`config.mk`:
```
export PLATFORM = sky130hd
export DESIGN_NAME = header_sync_frame_receiver
export DESIGN_NICKNAME = d
export VERILOG_FILES = /design/src/design/hsfr_pkg.sv /design/src/design/hsfr_frame_buf.sv /design/src/design/hsfr_desc_fifo.sv /design/src/design/hsfr_front.sv /design/src/design/hsfr_back.sv /design/src/design/header_sync_frame_receiver.sv
export SDC_FILE = /design/constraint.sdc
export NUM_CORES = 1
export LEC_CHECK = 0
export ABC_AREA = 1
export BUFFER_PORTS_ARGS = -buffer_cell sky130_fd_sc_hd__buf_2
export CELL_PAD_IN_SITES_DETAIL_PLACEMENT = 1
export CELL_PAD_IN_SITES_GLOBAL_PLACEMENT = 1
export CORE_MARGIN = 2
export CORE_UTILIZATION = 51
export DETAILED_ROUTE_END_ITERATION = 8
export GPL_TIMING_DRIVEN = 0
export PLACE_DENSITY = 0.89
export SYNTH_ARGS = -nofsm -noshare
export SYNTH_HDL_FRONTEND = slang
export SYNTH_SLANG_ARGS = --single-unit
export TNS_END_PERCENT = 20
```
`constraint.sdc`:
```
create_clock -name clk -period 3.39 [get_ports clk]
set_clock_uncertainty 0.15 [all_clocks]
set_input_delay 0.678 -clock clk [delete_from_list [all_inputs] [get_ports clk]]
set_output_delay 0.678 -clock clk [all_outputs]
set_load 0.02 [all_outputs]
```
`src/design/hsfr_pkg.sv`:
```
// Shared types and constants for the header-synchronized frame receiver.
package hsfr_pkg;

  localparam int BYTE_W = 8;
  localparam int POS_W  = 4;

  localparam logic [BYTE_W-1:0] HEADER_RESET = 8'd85;

  // Byte 3 of a frame selects its length.
  localparam logic [BYTE_W-1:0] KIND_SHORT_MAX = 8'd2;
  localparam logic [BYTE_W-1:0] KIND_SHORT_ALT = 8'd8;
  localparam logic [BYTE_W-1:0] KIND_MID       = 8'd3;
  localparam logic [BYTE_W-1:0] KIND_LONG      = 8'd14;

  localparam int LEN_SHORT = 7;
  localparam int LEN_MID   = 8;
  localparam int LEN_LONG  = 9;

  // One completed frame handed from the front to the back.
  typedef struct packed {
    logic             bank;
    logic [POS_W-1:0] last;
  } desc_t;

endpackage

```
`src/design/hsfr_frame_buf.sv`:
```
// Two-bank frame buffer: one write port, one registered read port.
module hsfr_frame_buf
  import hsfr_pkg::*;
#(
  parameter int AW = 4
) (
  input  logic              clk,
  input  logic              wr_en,
  input  logic [AW:0]       wr_addr,
  input  logic [BYTE_W-1:0] wr_data,
  input  logic [AW:0]       rd_addr,
  output logic [BYTE_W-1:0] rd_data
);

  logic [BYTE_W-1:0] mem [2**(AW+1)];

  always_ff @(posedge clk) begin
    if (wr_en) begin
      mem[wr_addr] <= wr_data;
    end
    rd_data <= mem[rd_addr];
  end

endmodule

```
`src/design/hsfr_desc_fifo.sv`:
```
// Two-entry queue of completed-frame descriptors between front and back.
module hsfr_desc_fifo
  import hsfr_pkg::*;
(
  input  logic  clk,
  input  logic  rst,
  input  logic  push,
  input  desc_t push_data,
  input  logic  pop,
  output desc_t head,
  output logic  empty
);

  desc_t      entry [2];
  logic       wr_ptr;
  logic       rd_ptr;
  logic [1:0] count;

  assign empty = (count == 2'd0);
  assign head  = entry[rd_ptr];

  always_ff @(posedge clk) begin
    if (rst) begin
      wr_ptr <= 1'b0;
      rd_ptr <= 1'b0;
      count  <= 2'd0;
    end else begin
      if (push) begin
        wr_ptr <= ~wr_ptr;
      end
      if (pop) begin
        rd_ptr <= ~rd_ptr;
      end
      count <= count + 2'(push) - 2'(pop);
    end
    if (push) begin
      entry[wr_ptr] <= push_data;
    end
  end

endmodule

```
`src/design/hsfr_front.sv`:
```
// Front end: header hunt, frame fill, length decode and bank handoff.
module hsfr_front
  import hsfr_pkg::*;
#(
  parameter int MAX_FRAME = 12,
  parameter int AW        = 4
) (
  input  logic              clk,
  input  logic              rst,
  input  logic              push,
  input  logic [BYTE_W-1:0] rx_byte,
  output logic              full,
  input  logic              cfg_valid,
  input  logic [BYTE_W-1:0] cfg_data,
  output logic              wr_en,
  output logic [AW:0]       wr_addr,
  output logic [BYTE_W-1:0] wr_data,
  output logic              desc_push,
  output desc_t             desc_data,
  input  logic [1:0]        bank_release
);

  localparam int CW = $clog2(MAX_FRAME + 1);

  logic [BYTE_W-1:0] header;
  logic [CW-1:0]     fill;
  logic [CW-1:0]     fill_next;
  logic [CW-1:0]     count_next;
  logic              cur;
  logic [1:0]        busy;
  logic [1:0]        busy_set;
  logic [BYTE_W-1:0] kind;
  logic [BYTE_W-1:0] kind_now;
  logic              accept;
  logic              is_header;
  logic              done;

  assign full      = busy[cur];
  assign accept    = push && !busy[cur];
  assign is_header = (rx_byte == header);
  assign count_next = fill + CW'(1);
  assign kind_now  = (fill == CW'(3)) ? rx_byte : kind;

  always_comb begin
    done = (count_next == CW'(MAX_FRAME));
    if (count_next == CW'(LEN_SHORT) &&
        (kind_now inside {[8'd0 : KIND_SHORT_MAX], KIND_SHORT_ALT})) begin
      done = 1'b1;
    end
    if (count_next == CW'(LEN_MID) && kind_now == KIND_MID) begin
      done = 1'b1;
    end
    if (count_next == CW'(LEN_LONG) && kind_now == KIND_LONG) begin
      done = 1'b1;
    end
  end

  always_comb begin
    wr_en     = 1'b0;
    wr_addr   = {cur, fill[AW-1:0]};
    wr_data   = rx_byte;
    desc_push = 1'b0;
    desc_data = '{bank: cur, last: POS_W'(fill)};
    busy_set  = 2'b00;
    fill_next = fill;
    if (accept) begin
      if (is_header) begin
        // Restart the frame at position 0.
        wr_en     = 1'b1;
        wr_addr   = {cur, {AW{1'b0}}};
        fill_next = CW'(1);
      end else if (fill != '0) begin
        wr_en = 1'b1;
        if (done) begin
          desc_push     = 1'b1;
          busy_set[cur] = 1'b1;
          fill_next     = '0;
        end else begin
          fill_next = count_next;
        end
      end
    end
  end

  always_ff @(posedge clk) begin
    if (rst) begin
      header <= HEADER_RESET;
      fill   <= '0;
      cur    <= 1'b0;
      busy   <= 2'b00;
    end else begin
      if (cfg_valid) begin
        header <= cfg_data;
      end
      fill <= fill_next;
      busy <= (busy & ~bank_release) | busy_set;
      if (desc_push) begin
        cur <= ~cur;
      end
    end
    if (accept && !is_header && fill == CW'(3)) begin
      kind <= rx_byte;
    end
  end

endmodule

```
`src/design/hsfr_back.sv`:
```
// Back end: drains completed frames from the buffer into a two-entry output queue.
module hsfr_back
  import hsfr_pkg::*;
#(
  parameter int AW = 4
) (
  input  logic              clk,
  input  logic              rst,
  input  logic              desc_empty,
  input  desc_t             desc_head,
  output logic              desc_pop,
  output logic [AW:0]       rd_addr,
  input  logic [BYTE_W-1:0] rd_data,
  output logic [1:0]        bank_release,
  output logic              empty,
  input  logic              pop,
  output logic [BYTE_W-1:0] frame_byte,
  output logic [POS_W-1:0]  byte_position,
  output logic              frame_end
);

  typedef struct packed {
    logic [BYTE_W-1:0] data;
    logic [POS_W-1:0]  pos;
    logic              last;
  } out_t;

  logic             active;
  logic             bank;
  logic [POS_W-1:0] last;
  logic [POS_W-1:0] idx;
  logic             rd_valid;
  logic [POS_W-1:0] rd_pos;
  logic             rd_end;
  out_t             q [2];
  logic             q_wr;
  logic             q_rd;
  logic [1:0]       q_cnt;
  logic             pop_ok;
  logic             issue;
  logic [2:0]       credit_use;

  assign empty         = (q_cnt == 2'd0);
  assign frame_byte    = q[q_rd].data;
  assign byte_position = q[q_rd].pos;
  assign frame_end     = q[q_rd].last;

  assign pop_ok     = pop && !empty;
  assign credit_use = 3'(q_cnt) + 3'(rd_valid) - 3'(pop_ok);
  assign issue      = active && (credit_use < 3'd2);
  assign desc_pop   = !active && !desc_empty;
  assign rd_addr    = {bank, idx[AW-1:0]};

  always_comb begin
    bank_release = 2'b00;
    if (issue && idx == last) begin
      bank_release[bank] = 1'b1;
    end
  end

  always_ff @(posedge clk) begin
    if (rst) begin
      active   <= 1'b0;
      rd_valid <= 1'b0;
      q_wr     <= 1'b0;
      q_rd     <= 1'b0;
      q_cnt    <= 2'd0;
    end else begin
      if (desc_pop) begin
        active <= 1'b1;
      end else if (issue && idx == last) begin
        active <= 1'b0;
      end
      rd_valid <= issue;
      if (rd_valid) begin
        q_wr <= ~q_wr;
      end
      if (pop_ok) begin
        q_rd <= ~q_rd;
      end
      q_cnt <= q_cnt + 2'(rd_valid) - 2'(pop_ok);
    end
    if (desc_pop) begin
      bank <= desc_head.bank;
      last <= desc_head.last;
      idx  <= '0;
    end else if (issue) begin
      idx <= idx + POS_W'(1);
    end
    if (issue) begin
      rd_pos <= idx;
      rd_end <= (idx == last);
    end
    if (rd_valid) begin
      q[q_wr] <= '{data: rd_data, pos: rd_pos, last: rd_end};
    end
  end

endmodule

```
`src/design/header_sync_frame_receiver.sv`:
```
// Top level of the header-synchronized serial frame receiver.
//
//   Channel  Handshake            Payload                                 Transfer when
//   input    push / full          rx_byte                                 push && !full
//   result   empty / pop          frame_byte, byte_position, frame_end    pop && !empty
//   config   cfg_valid/cfg_ready  cfg_data (header byte)                  cfg_valid && cfg_ready
//
// One received byte is taken per cycle while full is low. A completed frame of N bytes leaves
// the result side one byte per cycle unless stalled, limited by the single read port of the
// buffer; its first byte passes the descriptor queue, buffer read register and output queue.
// Reset (rst, synchronous) restores header 85 and an empty receiver; buffer
// contents are left as they are. full rises only while both buffer banks hold
// frames waiting to drain; a stalled result side holds everything upstream.
module header_sync_frame_receiver
  import hsfr_pkg::*;
#(
  parameter int MAX_FRAME = 12
) (
  input  logic              clk,
  input  logic              rst,
  input  logic              push,
  output logic              full,
  input  logic [BYTE_W-1:0] rx_byte,
  output logic              empty,
  input  logic              pop,
  output logic [BYTE_W-1:0] frame_byte,
  output logic [POS_W-1:0]  byte_position,
  output logic              frame_end,
  input  logic              cfg_valid,
  output logic              cfg_ready,
  input  logic [BYTE_W-1:0] cfg_data
);

  // Address bits of one buffer bank.
  localparam int AW = $clog2(MAX_FRAME);

  logic              wr_en;
  logic [AW:0]       wr_addr;
  logic [BYTE_W-1:0] wr_data;
  logic [AW:0]       rd_addr;
  logic [BYTE_W-1:0] rd_data;
  logic              desc_push;
  desc_t             desc_data;
  logic              desc_pop;
  desc_t             desc_head;
  logic              desc_empty;
  logic [1:0]        bank_release;

  // The header register takes a write in any cycle.
  assign cfg_ready = 1'b1;

  // Front: hunt for the header, fill the current bank, hand completed banks over.
  hsfr_front #(
    .MAX_FRAME (MAX_FRAME),
    .AW        (AW)
  ) u_front (
    .clk          (clk),
    .rst          (rst),
    .push         (push),
    .rx_byte      (rx_byte),
    .full         (full),
    .cfg_valid    (cfg_valid && cfg_ready),
    .cfg_data     (cfg_data),
    .wr_en        (wr_en),
    .wr_addr      (wr_addr),
    .wr_data      (wr_data),
    .desc_push    (desc_push),
    .desc_data    (desc_data),
    .bank_release (bank_release)
  );

  // Frame buffer shared by both halves, one bank each side at a time.
  hsfr_frame_buf #(
    .AW (AW)
  ) u_buf (
    .clk     (clk),
    .wr_en   (wr_en),
    .wr_addr (wr_addr),
    .wr_data (wr_data),
    .rd_addr (rd_addr),
    .rd_data (rd_data)
  );

  // Completed-frame queue decoupling the two halves.
  hsfr_desc_fifo u_desc (
    .clk       (clk),
    .rst       (rst),
    .push      (desc_push),
    .push_data (desc_data),
    .pop       (desc_pop),
    .head      (desc_head),
    .empty     (desc_empty)
  );

  // Back: read each frame out in order and mark its last byte.
  hsfr_back #(
    .AW (AW)
  ) u_back (
    .clk           (clk),
    .rst           (rst),
    .desc_empty    (desc_empty),
    .desc_head     (desc_head),
    .desc_pop      (desc_pop),
    .rd_addr       (rd_addr),
    .rd_data       (rd_data),
    .bank_release  (bank_release),
    .empty         (empty),
    .pop           (pop),
    .frame_byte    (frame_byte),
    .byte_position (byte_position),
    .frame_end     (frame_end)
  );

endmodule

```
==> results of run 1 <==
-- what timing repair did --
action	CTS	global route
setup endpoints to repair	29	213
resized for setup	3	22
hold buffers	0	0
-- cells in the mapped netlist (all sizes together) (2+ instances only) --
master,n
nand3b,2
nor3,3
nand3,40
nand2,87
a21oi,26
clkinv,3
ha,9
o22ai,12
or2,2
nor2,207
clkbuf,43
nand4,4
xor2,5
o21ai,154
nor3b,2
o221ai,52
buf,18
inv,37
mux2,13
dfxtp,38
o21a,2
edfxtp,310
xnor2,7
a31oi,8
-- kinds of logic after synthesis --
family | share of synthesized area [%]
other cells | 0.0271
compound gates | 10.9
mux | 1.06
simple gates | 10.6
buf+inv | 2.98
fa+ha+maj | 0.958
xor+xnor | 0.759
flops | 72.8
-- cell type report --
cell class,count,area [µm²]
Inverter,40,151
Clock inverter,19,228
Clock buffer,47,963
Buffer,61,262
Tap cell,341,427
Sequential cell,348,10100
Timing Repair Buffer,34,170
Fill cell,2630,11100
Multi-Input combinational cell,640,3420
-- how the worst max path moves through the flow --
stage | slack, ns | cells after the start | endpoint | start
detailed placement | -0.62 | 13 | u_buf.mem[3][6] | rx_byte[1]
floorplan | 0.36 | 13 | u_back.idx[3] | pop
global placement | -0.43 | 13 | u_buf.mem[3][5] | rx_byte[1]
global route | -0.21 | 13 | u_buf.mem[9][5] | rx_byte[1]
finish | -0.05 | 13 | u_buf.mem[2][0] | rx_byte[1]
CTS | -0.04 | 10 | u_buf.mem[6][0] | rx_byte[5]
-- layer usage --
layer / vias to the layer above / global-route usage (%) / routed length, µm
li1: 4139 / - / -
met1: 4825 / 36.5 / 15500
met2: 595 / 52.4 / 21100
met3: 173 / 5.92 / 3810
met4: 0 / 15.3 / 2200
met5: - / 0 / 0
-- stage by stage --
step	power [W]	area (µm²)	setup TNS [ns]	setup slack [ns]	hold slack (ns)
floorplan	0.00683	13800	0	0.356	0.253
global placement	0.00780	14400	-58.77	-0.433	0.257
detailed placement	0.00806	14400	-103.99	-0.616	0.274
CTS	0.0121	15600	-0.463	-0.0403	0.206
global route	0.0126	15700	-8.35	-0.207	0.228
finish	0.0122	15700	-0.767	-0.0499	0.206
-- worst max-delay path, delay by kind of cell --
family	cells	cell delay, ns
buffers and inverters	4	0.79
AND/OR/NAND/NOR	9	1.92
-- placed cells by master, fill, tap and decap left out, types with 26 or more instances in the layout --
cell | netlist | routed
nor2_1 | 204 | 181
inv_1 | 36 | 36
clkbuf_1 | 43 | 53
clkbuf_16 | 0 | 37
a21oi_1 | 26 | 26
dfxtp_1 | 38 | 36
edfxtp_1 | 310 | 310
nand3_1 | 38 | 38
nand2_1 | 77 | 77
buf_2 | 14 | 48
o221ai_1 | 52 | 52
o21ai_0 | 149 | 149
-- power groups by stage --
stage,clock [W],combinational (W),sequential [W]
2_1_floorplan,0,0.00170,0.00513
3_3_place_gp,0,0.00264,0.00516
3_5_place_dp,0,0.00285,0.00520
4_1_cts,0.00408,0.00290,0.00512
5_1_grt,0.00425,0.00317,0.00514
6_report,0.00408,0.00298,0.00512
-- flip-flops by register name, indices dropped and copies added (netlist names), 2 cells and up, named ones only --
register and count:
u_back.idx 4, u_front.fill 4, u_buf.mem 256, u_buf.rd_data 8
u_back.q 26, u_back.rd_pos 4, u_desc.entry 10, u_back.q_cnt 2
u_front.busy 2, u_front.kind 8, u_desc.count 2, u_back.last 4
u_front.header 8
==> results.md, run 1 <==
- Status: finished, violations left
- Failing checks: negative setup slack
- Root buffer cell: clkbuf_16
- Total die area: 28500 µm²
- Nets: 1192
- CTS H-tree depth: 2
- GRT Total Usage: 30.4%
- Global route overflow: 0
- Post-Syn Area: 13800 µm²
- Vert. Die Dim: 169 µm
- Synth unique cells: 40
- Critical setup path kind: in2reg
- Largest net degree at the start of global routing: 37
- Yosys top cell area share: 67.3%
- RSZ-0062 raised after global routing: true
- Post-route insts no fill: 1530
- Synth Register Bits: 348
- Synth Flop Type: edfxtp_1
- Worst Hold Path EP: u_front.header[0]
- IO buf count: 34
- Least-Margin Pin Slew: 1.18 ns
- CTS tree: done
- Drc violations: 0
- CTS Sinks: 348
- Via count: 9732
- Placed insts: 1464
- Share of synthesized registers carrying an async set or reset: 0%
- Diode count: 0
- Crit-path cells: buf_2, inv_1, nand2_1, nand2_1, nand3_1, nor2_1, nand2_1, inv_1, nand2_1, nand2_1, inv_1, nand2_1, nor2_1
- Final Util: 58.5%
- Initial Utilization: 51.6%
- Period utilisation layout: 101%
- Syn_nets: 1120
- Setup ws final: -0.0499 ns
- Antenna-violating nets left: 0
- Slew HR: 21.0%
- Pwr dens: 776 nW/µm²
- Setup violators final: 24
- Core Region: 26800 µm²
- Net Sw Frac: 33.1%
- P_sw: 0.00403 W
- Area contributors post-synth: edfxtp_1, nor2_1, dfxtp_1
- Max-cap violations: 0
- Share of layout cells above drive strength 1: 13.1%
- WL final: 42600 µm
- Global-route wire length before repair: 63300 µm
- TritonCTS Buffers: 36
- Hold Crit Depth: 3
- Skew-Pair Late Insertion Delay: 0.53 ns
- Avg Vias per Cell: 6.36
- Mean Syn Cell Area: 12.7 µm²
- Cell row count: 60
- Worst-path clk slew: 0.06 ns
- Final HPWL DP: 27200 µm
- Int Pwr: 0.00815 W
- Worst setup SP type: primary input
- LEAKAGE: 5.30 nW
- Ports: 37
- Share of total power in combinational logic: 24.5%
- Synth-to-layout area growth: 13.4%
- Critical path capture point type: flip-flop
- Post-Syn Instances: 1089
- CP peak stage delay: 0.99 ns
- Die width: 169 µm
- WP data required: 3.38 ns
- Min cycle time layout: 3.44 ns
- Worst r2r dst: u_buf.mem[2][0]
- Hold Crit Start: cfg_data[0]
- CP max stage cell: nor2_1
- Initial antenna violation count: 0
- Reg2Reg Setup Slack: 0.01 ns
- Reg power frac: 42.0%
- DR WL/cell: 27.8 µm
- Post-synth EDFFs: 310
- R2R cell count: 8
- First-pass DRT Iterations: 6
- Cell taking the most area after synthesis: edfxtp_1
- Longest Clk Path Bufs: 3
- Sequential-to-total area share from yosys stat: 72.8%
- Ys Warns: 0
- Fmax: 0.291 GHz
- Worst EP arrival: 3.43 ns
- First DRT Iteration DRCs: 1155
- Final Wtd Congestion: 0.880
- Worst vdd ir: 0.552 mV
- Final hold vios: 0
- Post-CTS Repair Setup Buffers: 0
- Power share of the clock group: 33.5%
- Reg-to-Reg Start: u_front.cur
- Slew Viols, Final: 0
- Vias in the first global route: 10600
- Crit-path max FO: 36
- Cell mode on critical path: nand2_1
- Hold/Removal Path Class: in2reg
No activity file was read; power rests on OpenSTA's default activity.
==> run 2: changes to the inputs <==
--- a/config.mk
+++ b/config.mk
@@ -6,14 +6,14 @@
 export NUM_CORES = 1
 export LEC_CHECK = 0
 export ABC_AREA = 1
-export BUFFER_PORTS_ARGS = -buffer_cell sky130_fd_sc_hd__buf_2
 export CELL_PAD_IN_SITES_DETAIL_PLACEMENT = 1
 export CELL_PAD_IN_SITES_GLOBAL_PLACEMENT = 1
 export CORE_MARGIN = 2
-export CORE_UTILIZATION = 51
+export CORE_UTILIZATION = 52
 export DETAILED_ROUTE_END_ITERATION = 8
+export DONT_BUFFER_PORTS = 1
 export GPL_TIMING_DRIVEN = 0
-export PLACE_DENSITY = 0.89
+export PLACE_DENSITY = 0.88
 export SYNTH_ARGS = -nofsm -noshare
 export SYNTH_HDL_FRONTEND = slang
 export SYNTH_SLANG_ARGS = --single-unit
==> constraint.sdc (replaced) <==
create_clock -name clk -period 3.2 [get_ports clk]
set_clock_uncertainty 0.15 [all_clocks]
set_input_delay 0.64 -clock clk [delete_from_list [all_inputs] [get_ports clk]]
set_output_delay 0.64 -clock clk [all_outputs]
set_load 0.02 [all_outputs]
==> run 2 against run 1 <==
Compared with the run above:
- the run ends with design-rule violations, negative setup slack left
- hold slack got worse by 0.16 ns
- critical path type is now reg2reg
- critical endpoint is now u_buf.mem[5][4]
- largest power group unchanged
- final area decreased by 1.4%
- register-to-register slack got worse by 0.07 ns
- count of clock-buffer cells in the layout increased by 1
==> results.md, run 2 (same netlist as run 1, synthesis figures left out) <==
- Status: finished, violations left
- Failing checks: design-rule violations, negative setup slack
- Placed insts: 1424 (-2.7%)
- Root buffer cell: clkbuf_16
- Cts hold-fix bufs: 0 (unchanged)
- Least-Margin Pin Slew: 1.17 ns (-0.0149 ns)
- Reg-to-Reg Start: u_front.cur
- Most flop-heavy register: u_buf.mem
- Worst vdd ir: 0.522 mV (-5.4%)
- LEAKAGE: 5.16 nW (-2.7%)
- Nets: 1157 (-2.9%)
- Largest register FFs: 256 (unchanged)
- Final HPWL DP: 26300 µm (-3.3%)
- DR WL/cell: 29.1 µm (+4.5%)
- TritonCTS Buffers: 36 (unchanged)
- Slew Viols, Final: 0 (unchanged)
- Biggest regs: u_buf.mem x256, u_back.q x26, u_desc.entry x10
- Via count: 9773 (+0.42%)
- Reg2Reg Setup Slack: -0.06 ns (-0.07 ns)
- Final hold vios: 0 (unchanged)
- GRT Total Usage: 30.7% (+0.37 points)
- R2R cell count: 8 (unchanged)
- Min cycle time layout: 3.26 ns
- Share of layout cells above drive strength 1: 9.83% (-3.3 points)
- Setup ws final: -0.0600 ns (-0.0101 ns)
- Core Region: 26100 µm² (-2.5%)
- Critical setup path kind: reg2reg
- First-pass DRT Iterations: 9 (+3)
- Hold Crit Start: rst
- Skew-Pair Late Insertion Delay: 0.52 ns (about the same)
- RSZ-0062 raised after global routing: true
- Met1 usage: 36.7% (+0.22 points)
- Vias in the first global route: 10500 (-0.68%)
- Vert. Die Dim: 167 µm (-0.95%)
- First DRT Iteration DRCs: 1136 (-1.6%)
- CTS tree: done
- Most common cell after layout, fill and taps aside: edfxtp_1
- Post-route insts no fill: 1485 (-2.9%)
- Global-route wire length before repair: 63400 µm (+0.14%)
- Slew HR: 22.0% (+1.0 points)
- Worst EP arrival: 3.25 ns (-0.18 ns)
- Met2 GRT Util: 53.5% (+1.0 points)
- Longest Clk Path Bufs: 3 (unchanged)
- WL final: 43200 µm (+1.4%)
- Most frequent cells in the layout: edfxtp_1, nor2_1, o21ai_0
- Number of fill cells: 2556 (-2.8%)
- Initial antenna violation count: 0 (unchanged)
- Setup violators final: 8 (-67%)
- Total die area: 27900 µm² (-1.9%)
- Worst-path clk slew: 0.07 ns (about the same)
- Crit-path max FO: 9 (-75%)
- Largest net degree at the start of global routing: 37 (unchanged)
- Pwr dens: 830 nW/µm² (+7.0%)
- Ports: 37 (unchanged)
- Post-CTS Repair Setup Buffers: 0 (unchanged)
- Period utilisation layout: 102%
- Worst r2r dst: u_buf.mem[5][4]
- Worst Hold Path EP: u_back.active
- Sequential Area: 10100 µm² (about the same)
- CTS Sinks: 348 (unchanged)
- Setup TNS: -0.438 ns (+0.329 ns)
- Fmax: 0.307 GHz
- Die width: 167 µm (-0.95%)
- Cell row count: 59 (-1.7%)
- CTS H-tree depth: 2 (unchanged)
- Multi-input logic area: 3380 µm² (-0.99%)
- Hold/Removal Path Class: in2reg
- Final Wtd Congestion: 0.886 (+0.70%)
- Synth-to-layout area growth: 11.7%
- Drc violations: 3 (+3)
- WP data required: 3.19 ns (-0.19 ns)
- Worst setup SP type: flip-flop
- IO buf count: 0 (-100%)
- Initial Utilization: 53.0% (+1.3 points)
- Global route overflow: 0 (unchanged)
- Antenna-violating nets left: 0 (unchanged)
- Critical path capture point type: flip-flop
- Max-cap violations: 0 (unchanged)
- Met3 usage: 4.40% (-1.5 points)
- GRT busiest layer: met2
- Avg Vias per Cell: 6.58 (+3.5%)
- Diode count: 0 (unchanged)
- Post_cts resized: 1 (-2)
- Hold Crit Depth: 1 (-2)
-- run 2: cell count changes in the layout (fill, tap and decap cells not counted), moves of 2 or more --
cell	before	now
clkinv_1	10	5
clkbuf_1	53	49
clkinvlp_4	0	3
nor2_2	24	10
buf_2	48	14
inv_6	3	0
clkbuf_8	0	4
clkinv_2	3	5
nor2_1	181	195
-- run 2: critical path, cell delays in order (launching register included) --
cell,delay (ns)
dfxtp_1,0.55
inv_1,0.22
nand2_1,0.16
nand3_2,0.14
inv_1,0.12
nand2_2,0.08
inv_2,0.09
nand4_1,0.40
nor2_1,0.96
-- run 2: how the worst max path moves through the flow --
| stage | endpoint | start | slack (ns) |
|---|---|---|---|
| floorplan | u_back.idx[3] | pop | 0.20 |
| global placement | u_back.idx[3] | pop | -0.01 |
| detailed placement | u_front.busy[1] | pop | -0.13 |
| CTS | u_buf.mem[4][0] | u_front.cur | 0.02 |
| global route | u_buf.mem[5][5] | u_front.cur | -0.16 |
| finish | u_buf.mem[5][4] | u_front.cur | -0.06 |
-- run 2: routing by layer --
layer,routed length (µm),vias to the layer above
met2,21500,641
met1,15500,4870
met3,3710,202
met4,2510,0
li1,-,4060
met5,0,-
-- run 2: cell type report --
cell class	instances	area share [%]
buffer	60	1.67
tap	335	2.71
clock buffer	48	6.51
inverter	40	0.979
clock inverter	14	1.12
sequential	348	65.1
multi-input combinational	640	21.9
-- run 2: power by group --
group / total (W) / switching, W / internal, W
registers: 0.00542 / 0.000162 / 0.00525
logic: 0.00313 / 0.00233 / 0.000793
clock network: 0.00430 / 0.00177 / 0.00253
-- run 2: stage by stage --
| stage | utilization, % | hold slack [ns] | total power (W) | setup WS [ns] | cell area (µm²) |
|---|---|---|---|---|---|
| floorplan | - | 0.253 | 0.00723 | 0.204 | 13800 |
| global placement | 54.6 | 0.257 | 0.00815 | -0.0129 | 14300 |
| detailed placement | 54.6 | 0.270 | 0.00839 | -0.132 | 14300 |
| CTS | 59.1 | 0.0436 | 0.0127 | 0.0150 | 15400 |
| global route | 59.2 | 0.0464 | 0.0131 | -0.156 | 15500 |
| finish | 59.2 | 0.0497 | 0.0128 | -0.0600 | 15500 |
==> run 3: changes to the inputs <==
--- a/config.mk
+++ b/config.mk
@@ -6,10 +6,8 @@
 export NUM_CORES = 1
 export LEC_CHECK = 0
 export ABC_AREA = 1
-export CELL_PAD_IN_SITES_DETAIL_PLACEMENT = 1
-export CELL_PAD_IN_SITES_GLOBAL_PLACEMENT = 1
 export CORE_MARGIN = 2
-export CORE_UTILIZATION = 52
+export CORE_UTILIZATION = 62
 export DETAILED_ROUTE_END_ITERATION = 8
 export DONT_BUFFER_PORTS = 1
 export GPL_TIMING_DRIVEN = 0
==> run 3 against run 2 <==
Compared with the run above:
- the run still ends with design-rule violations, negative setup slack left
- final area decreased by 0.92%
- clock power decreased by 6.0%
- core utilization increased by 11 points
==> results.md, run 3 (same netlist as run 1, synthesis figures left out) <==
- Initial antenna violation count: 0 (unchanged)
- Crit-path max FO: 9 (unchanged)
- Placed insts: 1369 (-3.9%)
- Via count: 9781 (+0.082%)
- Min cycle time layout: 3.20 ns (-0.0590 ns)
- CTS tree: done
- Pwr dens: 814 nW/µm² (-1.9%)
- Global route overflow: 0 (unchanged)
- Hold Crit Depth: 0 (-1)
- Ports: 37 (unchanged)
- Critical path capture point type: flip-flop
- Most frequent cells in the layout: edfxtp_1, nor2_1, o21ai_0
- Failing checks: design-rule violations, negative setup slack
- Slew Viols, Final: 0 (unchanged)
- WP data required: 3.23 ns (+0.04 ns)
- Die width: 153 µm (-8.2%)
- Tot Pwr: 0.0125 W (-2.8%)
- Final HPWL DP: 22300 µm (-15%)
- Longest Clk Path Bufs: 3 (unchanged)
- Root buffer cell: clkbuf_16
- Synth-to-layout area growth: 10.7%
- CTS H-tree depth: 1 (-1)
- LEAKAGE: 5.15 nW (-0.28%)
- Largest register FFs: 256 (unchanged)
- Setup violators final: 2 (-6)
- R2R cell count: 8 (unchanged)
- Max-cap violations: 0 (unchanged)
- Worst-path clk slew: 0.07 ns (about the same)
- Status: finished, violations left
- Total die area: 23500 µm² (-16%)
- CTS Sinks: 348 (unchanged)
- Final Wtd Congestion: 0.969 (+9.4%)
- GRT Total Usage: 30.5% (-0.27 points)
- Hold Crit Start: rx_byte[2]
- Most common cell after layout, fill and taps aside: edfxtp_1
- Antenna-violating nets left: 0 (unchanged)
- Least-Margin Pin Slew: 1.09 ns (-0.0725 ns)
- Reg2Reg Setup Slack: -0.001 ns (+0.06 ns)
- Vias in the first global route: 9302 (-12%)
- First DRT Iteration DRCs: 1784 (+57%)
- Avg Vias per Cell: 6.86 (+4.2%)
- Diode count: 0 (unchanged)
- Nets: 1153 (-0.35%)
- Post-route insts no fill: 1426 (-4.0%)
- First-pass DRT Iterations: 9 (unchanged)
- IO buf count: 0 (unchanged)
- Critical setup path kind: reg2reg
- Global-route wire length before repair: 54300 µm (-14%)
- Reg-to-Reg Start: u_front.cur
- Most flop-heavy register: u_buf.mem
- Largest net degree at the start of global routing: 37 (unchanged)
- Hold/Removal Path Class: in2reg
- Skew-Pair Late Insertion Delay: 0.57 ns (+0.05 ns)
- Cell row count: 54 (-8.5%)
- Core Region: 21900 µm² (-16%)
- Initial Utilization: 63.2% (+10 points)
- Number of fill cells: 1298 (-49%)
- Hold slack final: 0.0213 ns (-0.0283 ns)
- Worst Hold Path EP: u_front.kind[2]
- RSZ-0062 raised after global routing: true
- Worst vdd ir: 0.481 mV (-7.8%)
- Vert. Die Dim: 153 µm (-8.2%)
- Drc violations: 58 (+55)
- Biggest regs: u_buf.mem x256, u_back.q x26, u_desc.entry x10
- Worst EP arrival: 3.23 ns (-0.02 ns)
- WL final: 36900 µm (-15%)
- Setup TNS: -0.00191 ns (+0.436 ns)
- Worst r2r dst: u_buf.mem[21][3]
- Final hold vios: 0 (unchanged)
- Slew HR: 26.6% (+4.6 points)
- Share of layout cells above drive strength 1: 9.51% (-0.31 points)
- DR WL/cell: 25.9 µm (-11%)
- Period utilisation layout: 100% (-1.8 points)
- Setup ws final: -0.00101 ns (+0.0590 ns)
- Fmax: 0.312 GHz (+1.8%)
- Worst setup SP type: flip-flop
- TritonCTS Buffers: 31 (-14%)
[run 3: worst max path at each step]
| stage | start | to | slack (ns) | cells past startpoint |
|---|---|---|---|---|
| 6_report | u_front.cur | u_buf.mem[21][3] | -0.001 | 8 |
| 5_1_grt | u_front.header[0] | u_buf.mem[23][7] | -0.08 | 11 |
| 4_1_cts | u_back.q_cnt[1] | u_back.idx[3] | 0.04 | 13 |
| 3_5_place_dp | pop | u_back.idx[3] | -0.15 | 13 |
| 3_3_place_gp | pop | u_back.idx[3] | -0.01 | 13 |
| 2_1_floorplan | pop | u_back.idx[3] | 0.20 | 13 |
[run 3: through the flow]
step | setup slack [ns] | util [%] | instance area (µm²)
5_1_grt | -0.0832 | 70.0 | 15300
2_1_floorplan | 0.204 | - | 13800
3_3_place_gp | -0.0118 | 64.8 | 14200
3_5_place_dp | -0.153 | 64.8 | 14200
4_1_cts | 0.0444 | 69.9 | 15300
6_report | -0.00101 | 70.0 | 15300
[run 3: what timing repair did]
| action | in CTS | in global routing |
|---|---|---|
| endpoints found under the hold margin | 2 | 0 |
| buffers inserted | 0 | 0 |
| hold buffers | 1 | 0 |
| resized for setup | 0 | 9 |
| setup endpoints to repair | 0 | 70 |
[run 3: area by class of cell]
type	count	area, µm²	area share, %
Clock inverter	25	327	2.13
Tap cell	280	350	2.29
Inverter	40	151	0.988
Buffer	60	258	1.68
Multi-Input combinational cell	640	3380	22.0
Timing Repair Buffer	1	10.0	0.0653
Clock buffer	32	779	5.09
Sequential cell	348	10100	65.7
[run 3: worst max-delay path, stage by stage (launching register included)]
cell and delay, ns:
dfxtp_1 0.54, inv_1 0.20, nand2_1 0.13, nand3_2 0.12, inv_1 0.11, nand2_2 0.07
inv_2 0.08, nand4_1 0.45, nor2_1 0.95
[run 3: power breakdown]
part | internal (W) | total (W) | switching (W)
registers | 0.00525 | 0.00540 | 0.000153
logic | 0.000794 | 0.00303 | 0.00223
clock network | 0.00241 | 0.00404 | 0.00163
total | 0.00846 | 0.0125 | 0.00402
[run 3: layer usage]
layer | vias to the layer above | global-route usage (%) | share of wire [%]
met5 | - | 0 | 0
met4 | 0 | 15.6 | 5.7
met3 | 197 | 7.85 | 15
met2 | 940 | 47.7 | 46
met1 | 4601 | 39.8 | 34
li1 | 4043 | - | -
